==> src/hdl/hic_pkg.sv <==
package hic_pkg;

    localparam int AXES             = 3;
    localparam int DEF_SAMPLE_BITS  = 16;
    localparam int LIMIT_BITS       = 15;
    localparam int COUNT_BITS       = 8;
    localparam int OFFSET_BITS      = 16;
    localparam int CFG_INDEX_BITS   = 2;
    localparam int CFG_DATA_BITS    = 15;

    localparam logic [LIMIT_BITS-1:0] RST_OUTLIER_LIMIT = 15'd600;
    localparam logic [LIMIT_BITS-1:0] RST_REARM_BELOW   = 15'd40;
    localparam logic [LIMIT_BITS-1:0] RST_COUNT_ABOVE   = 15'd200;
    localparam logic [COUNT_BITS-1:0] RST_NEEDED_SWINGS = 8'd5;
    localparam logic [COUNT_BITS-1:0] COUNT_MAX         = 8'd255;

    typedef enum logic [CFG_INDEX_BITS-1:0] {
        CFG_OUTLIER_LIMIT = 2'd0,
        CFG_REARM_BELOW   = 2'd1,
        CFG_COUNT_ABOVE   = 2'd2,
        CFG_NEEDED_SWINGS = 2'd3
    } t_cfg_idx;

    typedef struct packed {
        logic [LIMIT_BITS-1:0] outlier_limit;
        logic [LIMIT_BITS-1:0] rearm_below;
        logic [LIMIT_BITS-1:0] count_above;
        logic [COUNT_BITS-1:0] needed_swings;
    } t_cfg;

    typedef struct packed {
        logic over_limit;
        logic met_now;
        logic met_next;
    } t_lane_status;

endpackage

==> src/hdl/hard_iron_offset_calibrator.sv <==
// Hard-iron offset calibrator, min/max method, three axes.
// Input channel: i_valid / o_stall with i_sample_x/y/z. A transaction is taken
// at a clock edge with i_valid high and o_stall low.
// Output channel: o_valid / i_stall with o_accepted, o_finished and the three
// offsets (max plus min per axis, saturated to +/-32767).
// Config channel: i_cfg_valid / o_cfg_ready (always high), i_cfg_index selects
// outlier_limit, rearm_below, count_above, needed_swings. Write only while idle.
// Each axis has its own lane; a merge stage combines outlier and swing status.
// A result is registered and valid in the cycle after its input. Throughput: one
// sample per cycle unless the receiver stalls, set by each lane's compare/update.
// When the receiver stalls, the result holds and o_stall rises only while a
// result is pending; the next sample is taken in the cycle the result leaves.
// Reset (i_rst_n low, synchronous) clears min/max, arming, counts, the done
// flag and the output valid, and loads the default thresholds. After finishing
// the block freezes and reports finished with held offsets until reset.
module hard_iron_offset_calibrator
    import hic_pkg::*;
#(
    parameter int SAMPLE_BITS = DEF_SAMPLE_BITS
) (
    input  logic                          i_clk,
    input  logic                          i_rst_n,
    input  logic                          i_valid,
    output logic                          o_stall,
    input  logic signed [SAMPLE_BITS-1:0] i_sample_x,
    input  logic signed [SAMPLE_BITS-1:0] i_sample_y,
    input  logic signed [SAMPLE_BITS-1:0] i_sample_z,
    output logic                          o_valid,
    input  logic                          i_stall,
    output logic                          o_accepted,
    output logic                          o_finished,
    output logic signed [OFFSET_BITS-1:0] o_offset_x_times2,
    output logic signed [OFFSET_BITS-1:0] o_offset_y_times2,
    output logic signed [OFFSET_BITS-1:0] o_offset_z_times2,
    input  logic                          i_cfg_valid,
    output logic                          o_cfg_ready,
    input  logic [CFG_INDEX_BITS-1:0]     i_cfg_index,
    input  logic [CFG_DATA_BITS-1:0]      i_cfg_data
);

    t_cfg         r_cfg;
    logic         r_out_valid;
    logic         r_accepted;
    logic         r_done;

    logic signed [SAMPLE_BITS-1:0] sample [AXES];
    logic signed [OFFSET_BITS-1:0] offset [AXES];
    t_lane_status                  status [AXES];

    logic take;
    logic update;
    logic accepted;
    logic n_done;

    assign sample[0] = i_sample_x;
    assign sample[1] = i_sample_y;
    assign sample[2] = i_sample_z;

    assign o_stall     = r_out_valid && i_stall;
    assign take        = i_valid && !o_stall;
    assign o_cfg_ready = 1'b1;

    for (genvar a = 0; a < AXES; a++) begin : g_lane
        hic_lane #(
            .SAMPLE_BITS(SAMPLE_BITS)
        ) u_lane (
            .i_clk    (i_clk),
            .i_rst_n  (i_rst_n),
            .i_sample (sample[a]),
            .i_en     (update),
            .i_cfg    (r_cfg),
            .o_status (status[a]),
            .o_offset (offset[a])
        );
    end

    hic_merge u_merge (
        .i_status   (status),
        .i_done     (r_done),
        .i_take     (take),
        .o_update   (update),
        .o_accepted (accepted),
        .o_done     (n_done)
    );

    always_ff @(posedge i_clk) begin
        if (!i_rst_n) begin
            r_cfg.outlier_limit <= RST_OUTLIER_LIMIT;
            r_cfg.rearm_below   <= RST_REARM_BELOW;
            r_cfg.count_above   <= RST_COUNT_ABOVE;
            r_cfg.needed_swings <= RST_NEEDED_SWINGS;
        end else if (i_cfg_valid) begin
            unique case (t_cfg_idx'(i_cfg_index))
                CFG_OUTLIER_LIMIT: r_cfg.outlier_limit <= i_cfg_data[LIMIT_BITS-1:0];
                CFG_REARM_BELOW:   r_cfg.rearm_below   <= i_cfg_data[LIMIT_BITS-1:0];
                CFG_COUNT_ABOVE:   r_cfg.count_above   <= i_cfg_data[LIMIT_BITS-1:0];
                CFG_NEEDED_SWINGS: r_cfg.needed_swings <= i_cfg_data[COUNT_BITS-1:0];
                default:           r_cfg               <= r_cfg;
            endcase
        end
    end

    always_ff @(posedge i_clk) begin
        if (!i_rst_n) begin
            r_out_valid <= 1'b0;
            r_accepted  <= 1'b0;
            r_done      <= 1'b0;
        end else begin
            if (take) begin
                r_out_valid <= 1'b1;
                r_accepted  <= accepted;
                r_done      <= n_done;
            end else if (!i_stall) begin
                r_out_valid <= 1'b0;
            end
        end
    end

    assign o_valid           = r_out_valid;
    assign o_accepted        = r_accepted;
    assign o_finished        = r_done;
    assign o_offset_x_times2 = offset[0];
    assign o_offset_y_times2 = offset[1];
    assign o_offset_z_times2 = offset[2];

endmodule

==> src/hdl/hic_lane.sv <==
module hic_lane
    import hic_pkg::*;
#(
    parameter int SAMPLE_BITS = DEF_SAMPLE_BITS
) (
    input  logic                          i_clk,
    input  logic                          i_rst_n,
    input  logic signed [SAMPLE_BITS-1:0] i_sample,
    input  logic                          i_en,
    input  t_cfg                          i_cfg,
    output t_lane_status                  o_status,
    output logic signed [OFFSET_BITS-1:0] o_offset
);

    localparam int CW = (SAMPLE_BITS > LIMIT_BITS) ? SAMPLE_BITS : LIMIT_BITS;
    localparam int SW = (SAMPLE_BITS + 1 > OFFSET_BITS + 1) ? SAMPLE_BITS + 1 : OFFSET_BITS + 1;
    localparam logic signed [SW-1:0] SAT_HI = SW'(32767);
    localparam logic signed [SW-1:0] SAT_LO = -SW'(32767);

    logic signed [SAMPLE_BITS-1:0] r_min, n_min;
    logic signed [SAMPLE_BITS-1:0] r_max, n_max;
    logic                          r_armed, n_armed;
    logic [COUNT_BITS-1:0]         r_count, n_count;

    logic [SAMPLE_BITS-1:0] mag;
    logic [CW-1:0]          mag_c;
    logic signed [SW-1:0]   sum;

    assign mag   = i_sample[SAMPLE_BITS-1] ? (~i_sample + 1'b1) : i_sample;
    assign mag_c = CW'(mag);

    always_comb begin
        n_min   = r_min;
        n_max   = r_max;
        n_armed = r_armed;
        n_count = r_count;
        if (r_min > i_sample) begin
            n_min = i_sample;
        end else if (r_max < i_sample) begin
            n_max = i_sample;
        end
        if (r_armed) begin
            if (mag_c > CW'(i_cfg.count_above)) begin
                n_armed = 1'b0;
                if (r_count != COUNT_MAX) begin
                    n_count = r_count + 1'b1;
                end
            end
        end else begin
            n_armed = mag_c < CW'(i_cfg.rearm_below);
        end
    end

    always_ff @(posedge i_clk) begin
        if (!i_rst_n) begin
            r_min   <= '0;
            r_max   <= '0;
            r_armed <= 1'b0;
            r_count <= '0;
        end else if (i_en) begin
            r_min   <= n_min;
            r_max   <= n_max;
            r_armed <= n_armed;
            r_count <= n_count;
        end
    end

    assign o_status.over_limit = mag_c > CW'(i_cfg.outlier_limit);
    assign o_status.met_now    = r_count >= i_cfg.needed_swings;
    assign o_status.met_next   = n_count >= i_cfg.needed_swings;

    always_comb begin
        sum = SW'(r_max) + SW'(r_min);
        if (sum > SAT_HI) begin
            o_offset = OFFSET_BITS'(SAT_HI);
        end else if (sum < SAT_LO) begin
            o_offset = OFFSET_BITS'(SAT_LO);
        end else begin
            o_offset = sum[OFFSET_BITS-1:0];
        end
    end

endmodule

==> src/hdl/hic_merge.sv <==
module hic_merge
    import hic_pkg::*;
(
    input  t_lane_status i_status [AXES],
    input  logic         i_done,
    input  logic         i_take,
    output logic         o_update,
    output logic         o_accepted,
    output logic         o_done
);

    logic any_over;
    logic all_now;
    logic all_next;
    logic done_start;

    always_comb begin
        any_over = 1'b0;
        all_now  = 1'b1;
        all_next = 1'b1;
        for (int a = 0; a < AXES; a++) begin
            any_over = any_over | i_status[a].over_limit;
            all_now  = all_now  & i_status[a].met_now;
            all_next = all_next & i_status[a].met_next;
        end
        done_start = i_done | all_now;
        o_accepted = !done_start && !any_over;
        o_update   = i_take && o_accepted;
        o_done     = done_start | (o_accepted & all_next);
    end

endmodule
==> config.mk <==
export PLATFORM = sky130hd
export DESIGN_NAME = hard_iron_offset_calibrator
export DESIGN_NICKNAME = d
export VERILOG_FILES = /design/src/hdl/hic_pkg.sv /design/src/hdl/hard_iron_offset_calibrator.sv /design/src/hdl/hic_lane.sv /design/src/hdl/hic_merge.sv
export SDC_FILE = /design/constraint.sdc
export NUM_CORES = 1
export LEC_CHECK = 0
export BUFFER_PORTS_ARGS = -buffer_cell sky130_fd_sc_hd__buf_2
export CAP_MARGIN = 10
export CORE_MARGIN = 5
export CORE_UTILIZATION = 56
export CTS_CLUSTER_DIAMETER = 150
export DETAILED_ROUTE_END_ITERATION = 12
export PLACE_DENSITY = 0.86
export SYNTH_ARGS = -nofsm -noshare
export SYNTH_HDL_FRONTEND = slang
export SYNTH_HIERARCHICAL = 1
export SYNTH_SLANG_ARGS = --single-unit
==> constraint.sdc <==
create_clock -name i_clk -period 7.35 [get_ports i_clk]
set_input_delay 0.735 -clock i_clk [delete_from_list [all_inputs] [get_ports i_clk]]
set_output_delay 0.735 -clock i_clk [all_outputs]
set_load 0.005 [all_outputs]
## Word-level counts from Yosys, hierarchy flattened

Cells that the tools add are included.

| cells by class | value |
|---|---|
| equal/unequal tests | 7 |
| order comparisons | 27 |
| $add $sub $neg | 9 |
| reductions and logical operators | 18 |
| shifts and indexed selects | 0 |
| $mul | 0 |
| divide/modulo/power cells | 0 |
| bitwise gates (word level) | 15 |
| mux-type cells | 26 |

Operator list:

| kind | number |
|---|---|
| two-way mux 16 bit | 9 |
| > comparator 16 x 15 -> 1 bit | 6 |
| two-way mux 8 bit | 9 |
| adder 16 x 16 -> 17 bit | 3 |
| > comparator 17 x 16 -> 1 bit (second input constant) | 3 |
| less-than comparator 17 x 16 -> 1 bit (second input constant) | 3 |
| adder 16 x 1 -> 16 bit (second input constant) | 3 |
| >= comparator 8 bit | 6 |
| > comparator 16 bit | 3 |
| less-than comparator 16 x 15 -> 1 bit | 3 |
| less-than comparator 16 bit | 3 |
| NOT 16 bit | 3 |
| adder 8 x 1 -> 8 bit (second input constant) | 3 |
| != test 8 bit (second input constant) | 3 |
| AND reduction 2 bit | 7 |
| AND reduction 3 bit | 3 |
| two-way mux 1 bit | 8 |
| AND 1 bit | 5 |
| == test 2 bit (second input constant) | 2 |
| logical AND 1 bit | 4 |
| bitwise OR 1 bit | 4 |
| logical NOT 1 bit | 3 |
| NOT 1 bit | 3 |
| == test 2 x 1 -> 1 bit (second input constant) | 1 |
| 2 further kinds | 2 |

| storage, ports and cells | value |
|---|---|
| output and inout bits | 53 |
| memory bits (read-only) | 0 |
| word-level logic and storage cells | 121 |
| latch bits | 0 |
| memory bits (writable) | 0 |
| memories | 0 |
| bits in registers | 179 |

## Depth between registers and ports, before layout

Gate-level depths: netlist of the first run.

| logic depth | value |
|---|---|
| word-level depth | 11 |
| gate-level depth with buffers | 27 |

## By module

The synthesis of the first run kept the hierarchy.

Modules (own cells, without submodules):

| module | cells each | seq. area each (µm²) | instances | area an instance (µm²) |
|---|---|---|---|---|
| hic_lane at g_lane[0].u_lane | 677 | 820.8 | 1 | 5,395.2 |
| hic_lane at g_lane[2].u_lane | 681 | 820.8 | 1 | 5,303.8 |
| hic_lane at g_lane[1].u_lane | 676 | 820.8 | 1 | 5,286.3 |
| hard_iron_offset_calibrator | 219 | 1,121.1 | 1 | 2,165.8 |
| hic_merge | 7 | 0.0 | 1 | 40.0 |

## Worst setup path before layout of the first run

Ideal clock, no wire load.

| timing | value |
|---|---|
| path type | input port to flip-flop |
| start point | input i_sample_x[4] |
| end point | register r_done (netlist: o_finished) |
| stages on the path | 22 |
| arrival time | 4.997 ns |
| buffers on the path | 0 |
| path slack | 2.220 ns |
| data required time | 7.217 ns |
| path through | nor4_4 > nand3_1 > o41ai_1 > xnor2_1 > ha_1 > nand3_1 > or4_4 > o21ai_0 > a31oi_2 > o21ai_1 > mux2_2 > ha_1 > a21o_1 > a21o_1 > a21o_1 > a21o_1 > a21oi_1 > o21ai_0 > nand3_1 > o21ai_1 > nand2_1 > mux2i_1 |

RTL lines:

| what | RTL line | source |
|---|---|---|
| start: declaration | hard_iron_offset_calibrator.sv:25 | `input logic signed [SAMPLE_BITS-1:0] i_sample_x,` |
| end signal: assignment | hard_iron_offset_calibrator.sv:112 | `r_done <= n_done;` |
| end: declaration | hard_iron_offset_calibrator.sv:44 | `logic r_done;` |

==> run metrics, run 1 <==
HP Class=flip-flop to flip-flop; Fin Hold WS=463 ps; worst hold start=o_accepted; Max Slew Vio Count=0; setup bufs post-CTS=0; critical path class=primary input to flip-flop; Rows=66; routed via count=17200; Syn Nets=2660; largest net degree at the start of global routing=100; top layer in use=met5; Worst Path Required=7660 ps; top_reg_cell synth=dfxtp_1; Resize count post-CTS=0; clk_skew=13.9 ps; vias in the first global route=17100; final period utilization=77.5%; # placed instances=2757; synth warn=6; first-pass GRT wire length=84.4 mm; CORE AREA=32300 sq um; worst-margin pin slew=1110 ps; commonest non-fill, non-tap cell in the layout=ha_1; R2R cell count=23; peak supply drop=roughly 120 uV; hpwl dp=a little over 40 mm; metal2 WL=24.9 mm; clock tree root driver cell=clkbuf_16; Post-synth ARST share=0%; Top Ports=123; CP Capture Type=flip-flop; WL met1=21.7 mm; share of cells above drive strength 1=8.82%; Synth Register Bits=179; number of remaining DRC errors=0; DR WL met3=3.62 mm; CTS Buf Count=17; Achievable Freq=176 MHz; pre-CTS setup slack=1350 ps; Max-Cap Viols=0; DIE AREA=36200 sq um; Cell Area, Synth=between 15000 and 20000 sq um; CTS Buffer Depth=2; Die Y=190 um; Cell Count, Final, Fillers Out=2793; vias per inst=6.16; Seq/Total Area, Yosys=19.7%; Cells after Synth=~2300; Avg Synthesized Cell Area=slightly above 8 sq um; Final Wtd Congestion=0.958; Post-DRT Antenna Nets=0; drt wl/cell=18.7 um; leading cell types in the layout, fill and taps excluded=ha_1, nand2_1, inv_1; CP most frequent cell=a21oi_1; cell leakage power=slightly below 10 nW; relative slew slack=26.0%; Final TNS setup=0 ps; cell depth of the worst hold path=2; RSZ-0062 raised after global routing=false; WL final=52.3 mm; H-tree levels=4; FILL cells=2762; clock sink count=between 150 and 200; Fin. Hold Viols=0; area grow syn2layout=7.90%; die width=190 um; Iter 0 DRT Violations=1466; drt first pass iters=5; CTS tree=yes; post-route worst setup slack=1650 ps; cts hold-fix bufs=0; crit path max fanout=13; final net count=2735; Final Util=60.8%; initial antenna violation count=2; critical path arrival=approximately 6000 ps; clock transition at the registers of the reported paths=about 70 ps; Yosys cell types=a little under 100; I/O Buffers=121; Clk Latency, worst-skew pair=approximately 450 ps; status=completed; Tmin final=5700 ps; Startpoint Class=primary input; reg2reg end=o_finished; EDFF count, synth=0; critical path buffer and inverter count=1; endpoints failing setup=0; r2r setup slk=2830 ps; Starting Density=56.3%; Top Family by Delay on Critical Path=compound AO/OA/AOI/OAI gates; Pwr Density=127 nW/um^2; reg2reg start=r_cfg[9]; slowest stage delay, CP=760 ps; Hold Path End=o_accepted; total gr overflow=0; Total GRT Usage=28.2%; slowest cell on the critical path=o21bai_1
worst register-to-register path, stage by stage (launching register included):
cell      delay, ps
dfxtp_1         500
inv_1           100
ha_1            330
nor2b_1         150
o21a_1          170
o21a_1          170
o21bai_1        130
a21oi_1          90
o21bai_1        770
nor2_1          190
xnor2_1         180
ha_1            260
nand2b_1        140
a21o_1          180
a21oi_1         150
nor2b_1          60
o21ai_0         140
nand2b_1         70
a21oi_1         150
o21ai_0         130
nand3_1         110
o21ai_1          60
nand2_1          70
mux2i_1          70
through the flow:
step	power [mW]	area (sq um)
after global placement	1.55	19000
after detailed placement	1.58	19000
after floorplan	1.40	18200
after global routing	2.61	19600
after CTS	2.49	19600
final	2.49	19600
cell type report:
type / instances / area [sq um] / area share (%)
inverters: 239 / 897 / 4.57
clock buffers: 18 / 429 / 2.19
multi-input cells: 1772 / 13400 / 68.1
repair buffers: 126 / 649 / 3.31
flip-flops and latches: 179 / 3580 / 18.3
clock inverters: 14 / 143 / 0.727
diodes: 3 / 7.51 / 0.0382
well taps: 442 / 553 / 2.82
flip-flops by register name (all words and copies together), names as in the netlist:
signal,count
r_cfg,53
g_lane.u_lane/r_max,48
g_lane.u_lane/r_min,48
g_lane.u_lane/r_count,24
g_lane.u_lane/r_armed,3
o_accepted,1
o_finished,1
o_valid,1
worst max-delay path by stage:
| stage | start | endpoint | slack (ps) | cells after the start |
|---|---|---|---|---|
| 3_5_place_dp | i_sample_x[0] | o_finished | 1350 | 24 |
| 3_3_place_gp | i_sample_z[4] | o_finished | 1520 | 26 |
| 2_1_floorplan | i_sample_x[4] | o_finished | 2220 | 22 |
| 4_1_cts | i_sample_x[0] | o_finished | 1780 | 24 |
| 6_report | i_sample_z[4] | o_finished | 1650 | 26 |
| 5_1_grt | i_sample_z[4] | o_finished | 1410 | 26 |
logic make-up after synthesis:
family	share of synthesized area (%)
buffers and inverters	6.86
other	0.0206
DFF	19.7
adders and majority gates	24.5
muxes	7.99
and+or+nand+nor	18.1
xor gates and xnor gates	3.95
AOI/OAI and AO/OA	18.9
cell usage after synthesis (9+ instances only):
master / number / area, sq um
buf_2: 11 / 55.1
xor2_1: 27 / 236
a211oi_1: 21 / 158
nand4_1: 46 / 288
nor3_1: 25 / 125
xnor2_1: 55 / 482
mux2_2: 9 / 101
inv_1: 239 / 897
dfxtp_1: 179 / 3580
ha_1: 327 / 4090
o211ai_1: 18 / 135
a31oi_1: 14 / 87.6
o21a_1: 17 / 128
nand2_1: 253 / 950
and2_1: 9 / 56.3
nor2_1: 121 / 454
a2111oi_0: 9 / 78.8
and3_1: 17 / 106
o21ai_0: 108 / 541
nor2b_1: 35 / 219
nand3_1: 52 / 260
clkbuf_1: 46 / 173
a21oi_1: 143 / 716
maj3_1: 30 / 300
a21o_1: 90 / 676
mux2i_1: 135 / 1350
nand2b_1: 22 / 138
o21bai_1: 10 / 75.1
o31ai_1: 9 / 67.6
or3_1: 14 / 87.6
layer usage:
layer / GRT usage (%) / vias to the layer above
met2: 49.2 / 712
met3: 4.65 / 169
met5: 0 / -
li1: - / 8231
met1: 34.6 / 8084
met4: 11.9 / 4
report_power, final:
part	leakage (nW)	internal [mW]	switching [mW]
Sequential	1.45	0.985	0.0250
Clock	0.270	0.478	0.448
Combinational	8.12	0.225	0.332
Total	9.84	1.69	0.804
(Power assumes the default switching activity.)
==> inputs of run 2 (changes only) <==
--- a/config.mk
+++ b/config.mk
@@ -11,7 +11,7 @@
 export CORE_UTILIZATION = 56
 export CTS_CLUSTER_DIAMETER = 150
 export DETAILED_ROUTE_END_ITERATION = 12
-export PLACE_DENSITY = 0.86
+export PLACE_DENSITY = 0.89
 export SYNTH_ARGS = -nofsm -noshare
 export SYNTH_HDL_FRONTEND = slang
 export SYNTH_HIERARCHICAL = 1
==> constraint.sdc (replaced) <==
create_clock -name i_clk -period 5.12 [get_ports i_clk]
set_input_delay 0.512 -clock i_clk [delete_from_list [all_inputs] [get_ports i_clk]]
set_output_delay 0.512 -clock i_clk [all_outputs]
set_load 0.005 [all_outputs]
==> run 2 against run 1 <==
Against the previous run: count of clock-buffer cells in the layout is the same; global-route usage down 0.094 points; clock skew rose by 5.9 ps; wire length grew 0.56%; critical endpoint unchanged; core utilization is 2.3 points higher; highest routed layer unchanged; sequential power is 44% higher; critical path type unchanged.
==> run metrics, run 2 (synthesized netlist as in run 1, its figures left out) <==
placed cell area=19700 sq um (+3.6%); clk_skew=19.8 ps (+5.90 ps); leading cell types in the layout, fill and taps excluded=ha_1, nand2_1, inv_1; CTS Buf Count=17 (unchanged); crit path max fanout=3 (-10); Resize count post-CTS=0 (unchanged); Tmin final=4870 ps; max reg flops=53 (unchanged); commonest non-fill, non-tap cell in the layout=ha_1; CP Capture Type=flip-flop; H-tree levels=4 (unchanged); Clk Latency, worst-skew pair=450 ps (about the same); Fin Hold WS=286 ps (-177 ps); Iter 0 DRT Violations=1493 (+1.8%); number of remaining DRC errors=0 (unchanged); setup bufs post-CTS=0 (unchanged); critical path class=primary input to flip-flop; CORE AREA=32300 sq um (unchanged); DIE AREA=36200 sq um (unchanged); Achievable Freq=about 210 MHz; largest net degree at the start of global routing=136 (+36%); cell area after layout=20400 sq um (+3.8%); Final TNS setup=0 ps (unchanged); vias in the first global route=17600 (+3.1%); I/O Buffers=121 (unchanged); Worst Path Required=5430 ps (-2230 ps); Max Slew Vio Count=0 (unchanged); endpoints failing setup=0 (unchanged); cell leakage power=10.3 nW (+4.6%); die width=190 um (unchanged); clock transition at the registers of the reported paths=80 ps (about the same); biggest regs=r_cfg x53, g_lane.u_lane/r_max x48, g_lane.u_lane/r_min x48; HP Class=primary input to flip-flop; critical path arrival=5190 ps (-810 ps); CTS Buffer Depth=2 (unchanged); Pwr Density=179 nW/um^2 (+41%); drt first pass iters=6 (+1); CTS tree=yes; total gr overflow=0 (unchanged); vias per inst=6.13 (-0.46%); Overall Power=3.64 mW (+46%); Fin. Hold Viols=0 (unchanged); WL final=52.6 mm (+0.56%); Rows=66 (unchanged); clock sink count=179 (unchanged); # placed instances=2844 (+3.2%); Post-DRT Antenna Nets=0 (unchanged); Largest Register=r_cfg; Die Y=190 um (unchanged); Starting Density=56.3% (unchanged); first-pass GRT wire length=84.7 mm (+0.36%); area grow syn2layout=12.0%; hpwl dp=42.1 mm (+1.4%); Total GRT Usage=28.1% (-0.094 points); peak supply drop=251 uV (+100%); Max-Cap Viols=0 (unchanged); Top Ports=123 (unchanged); initial antenna violation count=2 (unchanged); share of cells above drive strength 1=12.3% (+3.5 points); final period utilization=95.2%; diode count=0 (-3); drt wl/cell=18.3 um (-2.4%); clock tree root driver cell=clkbuf_16; final net count=2822 (+3.2%); cts hold-fix bufs=0 (unchanged); Startpoint Class=primary input; status=completed; relative slew slack=37.2% (+11 points); Cell Count, Final, Fillers Out=2877 (+3.0%); Final Wtd Congestion=0.969 (+1.1%); routed via count=17600 (+2.5%); worst-margin pin slew=942 ps (-169 ps)
-- run 2: final cells by class --
type | instances | area (sq um)
Clock buffer | 18 | 429
Clock inverter | 14 | 161
Fill cell | 2629 | 11900
Inverter | 239 | 897
Multi-Input combinational cell | 1772 | 13400
Sequential cell | 179 | 3580
Tap cell | 442 | 553
Timing Repair Buffer | 213 | 1340
-- run 2: metrics by stage --
step | utilization [%] | worst slack, ps
2_1_floorplan | - | 213
3_3_place_gp | 61.1 | -102
5_1_grt | 63.1 | -21.6
6_report | 63.1 | 246
3_5_place_dp | 61.1 | -226
4_1_cts | 62.9 | 247
-- run 2: where the power goes --
part	total [mW]	internal (mW)	switching, mW
Clock	1.33	0.657	0.668
Sequential	1.45	1.41	0.0360
Combinational	0.869	0.376	0.494
Total	3.64	2.45	1.20
-- run 2: critical path, stage by stage --
cell and delay, ps:
buf_2 130, nor4_4 370, buf_4 180, a21oi_1 100, a21o_1 220, buf_4 150, xnor2_1 180, ha_1 340
nand4_1 110, or2_2 320, nor2_1 180, nand2_1 100, o221a_2 290, nand2_2 120, mux2_2 340, ha_1 270
a21o_1 160, a21o_1 160, a21o_1 170, a21oi_1 130, nor2b_1 70, o21ai_0 160, a21oi_1 130, nand3_1 90
o21ai_1 60, nand2_1 70, mux2i_1 80
-- run 2: path summary, 6_finish.rpt --
| kind | from | to | slack [ps] | depth (start not counted) |
|---|---|---|---|---|
| max reg2reg | r_cfg[19] | o_finished | 1020 | 19 |
| min reg2reg | o_accepted | o_accepted | 470 | 2 |
| min | i_valid | o_valid | 290 | 2 |
| max | i_sample_y[3] | o_finished | 250 | 27 |
-- run 2: layer usage --
metal	global-route usage [%]	wire length (um)
met4	13.8	2480
met2	49.9	25300
met5	0	34
met3	3.81	3340
met1	33.5	21500
==> inputs of run 3 (changes only) <==
--- a/config.mk
+++ b/config.mk
@@ -7,6 +7,7 @@
 export LEC_CHECK = 0
 export BUFFER_PORTS_ARGS = -buffer_cell sky130_fd_sc_hd__buf_2
 export CAP_MARGIN = 10
+export CORE_ASPECT_RATIO = 2
 export CORE_MARGIN = 5
 export CORE_UTILIZATION = 56
 export CTS_CLUSTER_DIAMETER = 150
==> run 3 against run 2 <==
Against the previous run: combinational power rose by 3.8%; flip-flop and latch count unchanged; final area increased by 1.6%; final cell count up 1.2%; register-to-register slack worse by 100 ps; clock power fell by 5%; core utilization grew 1.3 points; fmax up 0.68%; worst hold slack got worse by 23 ps; total power fell by 0.77%; count of clock-buffer cells in the layout unchanged; critical endpoint is now g_lane[1].u_lane/r_armed.
==> run metrics, run 3 (synthesized netlist as in run 1, its figures left out) <==
cts hold-fix bufs=0 (unchanged); CTS Buf Count=17 (unchanged); max reg flops=53 (unchanged); final net count=2871 (+1.7%); worst hold start=i_valid; reg2reg end=o_finished; routed via count=17900 (+1.8%); Final Wtd Congestion=1.03 (+6.4%); R2R cell count=20 (+1); worst-margin pin slew=1200 ps (+255 ps); GRT met3 Usage=4.63% (+0.83 points); H-tree levels=4 (unchanged); drt wl/cell=19.5 um (+6.7%); slowest stage delay, CP=420 ps (+50 ps); cell area after layout=20700 sq um (+1.6%); CORE AREA=32100 sq um (-0.53%); placed cell area=20100 sq um (+2.0%); critical path arrival=5220 ps (+30 ps); DIE AREA=36400 sq um (+0.60%); Die Y=265 um (+39%); critical path class=primary input to flip-flop; CTS tree=yes; relative slew slack=20.2% (-17 points); area grow syn2layout=13.8%; status=completed; final period utilization=94.6% (-0.65 points); clock tree root driver cell=clkbuf_16; Iter 0 DRT Violations=978 (-34%); reg2reg start=r_cfg[19]; I/O Buffers=121 (unchanged); r2r setup slk=920 ps (-100 ps); crit path max fanout=7 (+4); Achievable Freq=207 MHz (+0.68%); Pwr Density=175 nW/um^2 (-2.3%); met2 Track Usage GR=57.9% (+8.0 points); Final TNS setup=0 ps (unchanged); clk_skew=13.9 ps (-5.93 ps); Cell Count, Final, Fillers Out=2911 (+1.2%); slowest cell on the critical path=nor4_4; vias in the first global route=18800 (+6.6%); cell leakage power=10.5 nW (+2.1%); Startpoint Class=primary input; Largest Register=r_cfg; vias per inst=6.16 (+0.56%); CTS Buffer Depth=2 (unchanged); setup bufs post-CTS=0 (unchanged); endpoints failing setup=0 (unchanged); commonest non-fill, non-tap cell in the layout=ha_1; crit path cell chain=buf_2, nor4_4, nand2_1, o41ai_1, xnor2_1, buf_4, ha_1, a21o_1, a21o_1, a21o_1, a21oi_1, nor2b_1, a2111oi_2, o21ai_1, nor3_1, buf_4, and3_1, buf_12, inv_1, buf_4, a2111oi_0, o221ai_1, a211oi_1; Final Util=64.4% (+1.3 points); Max Slew Vio Count=0 (unchanged); Tmin final=4840 ps (-33.1 ps); Overall Power=3.62 mW (-0.77%); number of remaining DRC errors=0 (unchanged); Resize count post-CTS=0 (unchanged); HP Class=primary input to flip-flop; Max-Cap Viols=0 (unchanged); Top Usage Layer GRT=met2; Fin. Hold Viols=0 (unchanged); met1 Use GR=28.4% (-5.1 points); Top Ports=123 (unchanged); largest net degree at the start of global routing=118 (-13%); biggest regs=r_cfg x53, g_lane.u_lane/r_max x48, g_lane.u_lane/r_min x48; share of cells above drive strength 1=14.0% (+1.7 points); diode count=0 (unchanged); Clk Latency, worst-skew pair=470 ps (+20 ps); Total GRT Usage=31.1% (+2.9 points); first-pass GRT wire length=90.9 mm (+7.3%); total gr overflow=0 (unchanged); Post-DRT Antenna Nets=0 (unchanged); WL final=56.8 mm (+8.0%); Starting Density=56.6% (+0.30 points); leading cell types in the layout, fill and taps excluded=ha_1, nand2_1, inv_1; drt first pass iters=6 (unchanged); clock sink count=179 (unchanged); Rows=93 (+41%); CP Capture Type=flip-flop; Hold Path End=o_valid; Worst Path Required=5500 ps (+70 ps); # placed instances=2879 (+1.2%); cell depth of the worst hold path=2 (unchanged); clock transition at the registers of the reported paths=80 ps (about the same); hpwl dp=46.4 mm (+10%); peak supply drop=244 uV (-2.6%); initial antenna violation count=0 (-2); die width=137 um (-28%)
## run 3: per-stage QoR
stage / hold WS (ps) / setup WS [ps]
CTS: 253 / 116
global route: 272 / -78.6
detailed placement: 461 / -373
floorplan: 450 / 213
finish: 263 / 279
global placement: 450 / -277
## run 3: cell type report
class | instances | area [sq um]
clock buffer | 18 | 429
inverter | 239 | 897
fill | 2708 | 11400
clock inverter | 14 | 118
multi-input combinational | 1772 | 13400
timing repair buffer | 262 | 1730
tap | 427 | 534
sequential | 179 | 3580
## run 3: critical path, delay by kind of cell
kind / cells / cell delay, ps
fa+ha+maj: 1 / 280
xor+xnor: 1 / 160
simple gates: 5 / 1050
compound gates: 10 / 2400
buf+inv: 6 / 800
## run 3: worst max-delay path by stage
stage,startpoint,endpoint,slack [ps],depth (start not counted)
global placement,i_sample_z[4],o_finished,-280,26
detailed placement,i_sample_z[4],o_finished,-370,26
floorplan,i_sample_x[4],o_finished,210,22
global route,i_sample_z[4],o_finished,-80,26
CTS,i_sample_x[4],o_finished,120,25
finish,i_sample_x[3],g_lane[1].u_lane/r_armed,280,23
## run 3: routing by layer
| layer | vias up | part of all wire (%) |
|---|---|---|
| met5 | - | 0 |
| met4 | 0 | 9.8 |
| met3 | 331 | 4.3 |
| met2 | 664 | 53 |
| met1 | 8465 | 33 |
| li1 | 8485 | - |
## run 3: power breakdown
group	switching, mW	internal, mW	leakage [nW]
logic	0.502	0.400	8.81
clock network	0.631	0.634	0.259
registers	0.0348	1.41	1.45
